===== src/rtl/dtas_pkg.sv =====
// ----------------------------------------------------------------------------
// dtas_pkg
// constants, codes and the probe word that walks the descriptor cell chain
// ----------------------------------------------------------------------------
package dtas_pkg;

  // number of descriptor cells in the chain (2 to 256)
  localparam int unsigned TABLE_DEPTH = 64;

  localparam int unsigned OP_W    = 3;
  localparam int unsigned IDX_W   = 8;
  localparam int unsigned KIND_W  = 32;
  localparam int unsigned OWNER_W = 16;
  localparam int unsigned STAT_W  = 2;

  typedef enum logic [OP_W-1:0] {
    OP_ADD        = 3'd0,
    OP_DEL        = 3'd1,
    OP_FIND_KIND  = 3'd2,
    OP_FIND_OWNER = 3'd3,
    OP_FIND_BOTH  = 3'd4
  } opcode_e;

  typedef enum logic [STAT_W-1:0] {
    ST_OK       = 2'd0,
    ST_INVAL    = 2'd1,
    ST_FULL     = 2'd2,
    ST_NOTFOUND = 2'd3
  } status_e;

  // request in flight, handed from cell to cell each cycle while the chain is not held
  typedef struct packed {
    logic                active;
    logic                done;
    logic [OP_W-1:0]     op;
    logic [IDX_W-1:0]    idx;
    logic [KIND_W-1:0]   kind;
    logic [OWNER_W-1:0]  owner;
    logic [IDX_W-1:0]    pos;
    status_e             status;
    logic [IDX_W-1:0]    index;
  } probe_t;

endpackage


===== src/rtl/dtas_cell.sv =====
// ----------------------------------------------------------------------------
// dtas_cell
// one descriptor slot: holds valid, kind and owner, acts on the passing probe
// ----------------------------------------------------------------------------
module dtas_cell import dtas_pkg::*; (
  input  logic   clk_i,
  input  logic   rst_ni,
  input  logic   adv_i,
  input  probe_t probe_i,
  output probe_t probe_o
);

  logic                valid_q, valid_d;
  logic [KIND_W-1:0]   kind_q;
  logic [OWNER_W-1:0]  owner_q;
  probe_t              probe_q, probe_d;

  logic take, is_find, match_kind, match_owner;
  logic hit_add, hit_del, hit_find;

  // decide whether this slot answers the probe
  always_comb begin
    take        = probe_i.active && !probe_i.done;
    is_find     = (probe_i.op == OP_FIND_KIND) || (probe_i.op == OP_FIND_OWNER) ||
                  (probe_i.op == OP_FIND_BOTH);
    match_kind  = (probe_i.op == OP_FIND_OWNER) || (kind_q == probe_i.kind);
    match_owner = (probe_i.op == OP_FIND_KIND) || (owner_q == probe_i.owner);
    hit_add     = (probe_i.op == OP_ADD) && !valid_q;
    hit_del     = (probe_i.op == OP_DEL) && (probe_i.pos == probe_i.idx);
    hit_find    = is_find && valid_q && (probe_i.pos >= probe_i.idx) &&
                  match_kind && match_owner;
  end

  // next probe word and slot valid mark
  always_comb begin
    probe_d     = probe_i;
    probe_d.pos = probe_i.pos + IDX_W'(1);
    valid_d     = valid_q;
    if (take && (hit_add || hit_del || hit_find)) begin
      probe_d.done   = 1'b1;
      probe_d.status = ST_OK;
      probe_d.index  = hit_del ? '0 : probe_i.pos;
    end
    if (take && hit_add) begin
      valid_d = 1'b1;
    end else if (take && hit_del) begin
      valid_d = 1'b0;
    end
  end

  // slot valid mark and probe register
  always_ff @(posedge clk_i or negedge rst_ni) begin
    if (!rst_ni) begin
      valid_q <= 1'b0;
      probe_q <= '0;
    end else if (adv_i) begin
      valid_q <= valid_d;
      probe_q <= probe_d;
    end
  end

  // slot contents
  always_ff @(posedge clk_i) begin
    if (adv_i && take && hit_add) begin
      kind_q  <= probe_i.kind;
      owner_q <= probe_i.owner;
    end
  end

  assign probe_o = probe_q;

endmodule


===== config.mk =====
export PLATFORM = sky130hd
export DESIGN_NAME = dtas_cell
export DESIGN_NICKNAME = d
export VERILOG_FILES = /design/src/rtl/dtas_pkg.sv /design/src/rtl/dtas_cell.sv
export SDC_FILE = /design/constraint.sdc
export NUM_CORES = 1
export LEC_CHECK = 0
export BUFFER_PORTS_ARGS = -buffer_cell sky130_fd_sc_hd__buf_2
export CAP_MARGIN = 10
export CORE_AREA = 2 2 150 152
export CTS_CLUSTER_SIZE = 30
export DETAILED_ROUTE_END_ITERATION = 16
export DIE_AREA = 0 0 152 154
export GPL_TIMING_DRIVEN = 0
export MAX_ROUTING_LAYER = met4
export PLACE_DENSITY_LB_ADDON = 0.1
export SETUP_SLACK_MARGIN = 0.02
export SYNTH_ARGS = -nofsm -noshare
export SYNTH_HDL_FRONTEND = slang
export SYNTH_SLANG_ARGS = --single-unit

===== constraint.sdc =====
create_clock -name clk_i -period 3.1 [get_ports clk_i]
set_input_delay 0 -clock clk_i [delete_from_list [all_inputs] [get_ports clk_i]]
set_output_delay 0 -clock clk_i [all_outputs]
set_load 0.02 [all_outputs]

; ---- After elaboration in Yosys (flattened, before gate mapping)
; Index checks and enable logic that the tools add are counted.
[totals]
ff_bits = 128
output_inout_bits = 79
[op_classes]
add_sub_neg = 1
n_lt_le_gt_ge = 1
eq_ne = 7
muxes = 5
reduce_logical = 23
[op_table]
columns = cell, n
row1 = == test 32 bit, 1
row2 = == test 16 bit, 1
row3 = logical AND 1 bit, 12
row4 = two-way mux 10 bit, 1
row5 = "adder 8 x 1 -> 8 bit, second input constant", 1
row6 = == test 8 bit, 1
row7 = >= comparator 8 bit, 1
row8 = two-way mux 8 bit, 1
row9 = "== test 3 x 2 -> 1 bit, second input constant", 2
row10 = logical OR 1 bit, 6
row11 = "== test 3 x 1 -> 1 bit, second input constant", 1
row12 = "== test 3 bit, second input constant", 1
row13 = zero test 3 bit, 1
row14 = two-way mux 1 bit, 3
row15 = zero test 1 bit, 2
row16 = AND reduction 2 bit, 1
row17 = nonzero test 2 bit, 1

; ---- Depth between registers and ports, before layout
[logic_depth]
ltp_word = 10
ltp_mapped = 10
ltp_nobuf = 9

; ---- Worst setup path after synthesis
; OpenSTA, ideal clock, no wires.
[synth_path]
path_type = register -> register
from = register valid_q
to = register kind_q[0] (enable)
arrival_time_ps = 2887
t_required_ps = 2646
path_slack_ps = -240
stages_incl_launch_ff = 3
path_buffers = 0
period_less_slack_ps = 3340
cell_sequence = dfrtp_1 > or4_4 > nor2_1
[synth_via]
elab_chain_len = 3
[synth_rtl]
columns = item, line
row1 = start: declaration, dtas_cell.sv:13  ; logic valid_q, valid_d;
row2 = start signal: assignment, dtas_cell.sv:57  ; valid_q <= valid_d;
row3 = zero test 1 bit, dtas_cell.sv:28  ; hit_add = (probe_i.op == OP_ADD) && !valid_q;
row4 = logical AND 1 bit, dtas_cell.sv:28
row5 = logical AND 1 bit, dtas_cell.sv:64  ; if (adv_i && take && hit_add) begin
row6 = end signal: assignment, dtas_cell.sv:65  ; kind_q <= probe_i.kind;
row7 = end: declaration, dtas_cell.sv:14  ; logic [KIND_W-1:0] kind_q;
; Every way passes these cells.
; A chain may end at the register's enable or synchronous reset.

; ---- Final worst setup path
[layout_path]
from = register owner_q[12]
to = register probe_q, in the netlist probe_o[2]
[layout_via]
elab_chain_len = 6
[layout_rtl]
columns = item, line
row1 = start: declaration, dtas_cell.sv:15  ; logic [OWNER_W-1:0] owner_q;
row2 = start signal: assignment, dtas_cell.sv:66  ; owner_q <= probe_i.owner;
row3 = == test 16 bit, dtas_cell.sv:27  ; match_owner = (probe_i.op == OP_FIND_KIND) || (owner_q == probe_i.owner);
row4 = logical OR 1 bit, dtas_cell.sv:27
row5 = logical AND 1 bit, dtas_cell.sv:31  ; match_kind && match_owner;
row6 = logical OR 1 bit, dtas_cell.sv:39  ; if (take && (hit_add || hit_del || hit_find)) begin
row7 = logical AND 1 bit, dtas_cell.sv:39
row8 = two-way mux 10 bit, dtas_cell.sv:39
row9 = end signal: assignment, dtas_cell.sv:58  ; probe_q <= probe_d;
row10 = end: declaration, dtas_cell.sv:16  ; probe_t probe_q, probe_d;
; Every way passes these cells.

==> impl_metrics.tcl <==
set metrics [dict create \
    status "completed" \
    vias 3814 \
    clockRootBuffer "clkbuf_16" \
    clkLatencyLatePin_ns 0.42 \
    hold_class "in -> reg" \
    vdd.ir_drop.worst_mv 0.326 \
    fmax_ghz 0.389 \
    synth-main-ff-cell "dfrtp_1" \
    yosys_warnings 0 \
    worst_clock_skew_ns 0.00855 \
    clock_path_buffers 2 \
    synth_fp_nets 447 \
    cp.arrival_ns 2.87 \
    final_max_slew_viol_count 0 \
    ff_latch_area_sq_um 3440 \
    p_clk_frac 0.443 \
    power_frac_seq 0.412 \
    p_per_area_nw_per_um2 582 \
    mostFrequentLayoutCell "buf_2" \
    hold_path_startpoint "adv_i" \
    syn_inst 356 \
    hold_ws_ns 0.0210 \
    whs_endpoint "probe_o[9]" \
    rsz0062_at_grt "no" \
    cp-start-kind "flip-flop" \
    cts_buffers 17 \
    internal_power_w 0.00346 \
    p_comb_frac 0.145 \
    antennaDiodeCount 0 \
    start_util 0.248 \
    netlist_area_sq_um 5390 \
    num_rows 54 \
    finalSetupViolCount 0 \
    drive_gt1_frac 0.393 \
    final_nets 709 \
    multi_input_area_sq_um 1880 \
    async_flop_share 0.625 \
    reg2reg_from "owner_q[12]" \
    swShare 0.259 \
    syn_area_per_cell_sq_um 15.1 \
    ant_nets 0 \
    top_usage_layer "met2" \
    grt_max_degree 42 \
    ioPinCount 161 \
    finalHoldViolCount 0 \
    grt_overflow 0 \
    grt_usage 0.127 \
    leakage_nw 3.40 \
    crit_required_ns 3.39 \
    clk_pin_slew_worst_paths_ns 0.06 \
    grtUsageMet2 0.198 \
    ys_types 38 \
    clock-sinks 128 \
    worstMarginPinSlew_ns 0.793 \
    grt_first_pass_wirelength_mm 22.6 \
    drc 0 \
    maxSlewHeadroom 0.471 \
    die_x_microns 152 \
    endpoint_kind "flip-flop" \
    wl_mm 13.9 \
    dp_hpwl_mm 10.0 \
    drt_iter0_drc 127 \
    gp_congestion 0.698 \
    most-common-layout-cells "buf_2, dlygate4sd3_1, dfrtp_1, edfxtp_1, mux2_2" \
    cts_tree "yes" \
    htreeDepth 4 \
    ys_ff_latch 128 \
    met1_usage 0.160 \
    drv_cap 0 \
    whs_path_depth 3 \
    grt_antenna_before_repair 0 \
    portBuffers 160 \
    synth_edf_count 48 \
    vias_per_cell 4.19 \
    drt-pass1-iter-count 5 \
    r2r_slack_ns 0.53 \
    grt_pass1_vias 4187 \
    yosysSeqAreaShare 0.639 \
    crit_type "reg -> reg" \
    ff2ff_path_depth 7 \
    cts.repair.resized 0 \
    switchingPower_w 0.00121 \
    setup_tns_ns 0 \
    rr_endpoint "probe_o[2]" \
    fillers 2104 \
    period_needed_ns 2.57 \
    met3_usage 0.0383 \
    fp.dieArea_sq_um 23400 \
    die_h_microns 154 \
    wl_per_cell_microns 15.2 \
    worst-path-max-fanout 10 \
    area_growth_syn_to_layout_pct 48.8 \
    finalCritPeriodShare 0.830 \
    core-area_sq_um 21700 \
]
-- power by group through the flow --
stage / clock, W / combinational [W] / sequential (W)
final: 0.00207 / 0.000676 / 0.00192
after global placement: 0 / 0.000596 / 0.00195
after floorplan: 0 / 0.000196 / 0.00208
after CTS: 0.00213 / 0.000690 / 0.00192
after detailed placement: 0 / 0.000609 / 0.00195
after global routing: 0.00222 / 0.000737 / 0.00194
-- per-layer routing --
layer | up-vias | part of all wire
met2 | 114 | 0.46
met4 | 0 | 0.0096
met5 | - | 0
met1 | 1858 | 0.48
li1 | 1829 | -
met3 | 13 | 0.049
-- cells in the mapped netlist (6+ instances only) --
cell type  number  area [sq um]
dfrtp_1        80          2000
edfxtp_1       48          1440
mux2_2         46           518
xor2_1         37           324
xnor2_1        18           158
mux2_1         16           180
nor2b_1        10          62.6
clkbuf_1        9          33.8
ha_1            9           113
inv_1           9          33.8
nor2_1          9          33.8
nor4_1          9          56.3
a221o_1         8          80.1
nand4_1         7          43.8
a21oi_1         6          30.0
-- cell families (layout without fill, tap and decap cells) --
logic type | after synthesis | count (layout) | synth area share
DFF | 128 | 128 | 0.639
adders and majority gates | 9 | 9 | 0.0209
AOI/OAI and AO/OA | 31 | 31 | 0.0497
muxes | 62 | 62 | 0.130
xor gates and xnor gates | 55 | 55 | 0.0895
buffers and inverters | 19 | 294 | 0.0135
and+or+nand+nor | 52 | 52 | 0.0574
-- worst max-delay path by stage --
stage           startpoint          to  slack (ns)  cells after the start
6_report       owner_q[12]  probe_o[2]        0.53                      7
5_1_grt        owner_q[12]  probe_o[5]        0.32                      7
4_1_cts        owner_q[12]  probe_o[6]        0.49                      7
3_5_place_dp   owner_q[12]  probe_o[6]        0.53                      7
3_3_place_gp       valid_q  kind_q[23]       -0.18                      2
2_1_floorplan      valid_q   kind_q[0]        0.56                      2
-- critical path, stage by stage (launching register included) --
cell,delay (ns)
edfxtp_1,0.38
xnor2_1,0.17
nand4_1,0.15
nor4_1,0.42
o2111ai_1,0.29
a2111oi_4,0.46
nor2_2,0.19
a221o_1,0.38
-- state kept, by name (all words and copies together), names as in the netlist --
register and flops:
probe_o 79, kind_q 32, owner_q 16, valid_q 1
-- stage by stage --
stage | setup slack (ns) | instances | cell area, sq um | utilization | total power [W]
floorplan | 0.558 | 356 | 5390 | - | 0.00228
CTS | 0.488 | 911 | 8010 | 0.370 | 0.00474
finish | 0.528 | 911 | 8010 | 0.370 | 0.00467
detailed placement | 0.529 | 798 | 6590 | 0.304 | 0.00256
global route | 0.318 | 911 | 8010 | 0.370 | 0.00490
global placement | -0.176 | 796 | 6540 | 0.301 | 0.00255
-- layout make-up --
class	count	share of cell area
Multi-Input combinational cell	209	0.234
Timing Repair Buffer	243	0.207
Buffer	10	0.00484
Sequential cell	128	0.430
Tap cell	280	0.0437
Clock inverter	14	0.0225
Clock buffer	18	0.0536
Inverter	9	0.00422
-- what timing repair did --
| action | CTS | global route |
|---|---|---|
| hold buffers | 81 | 0 |
| hold endpoints to repair | 166 | 0 |
| setup endpoints to repair | 0 | 0 |
| buffers inserted | 0 | 0 |
No activity file was read; power rests on OpenSTA's default activity.
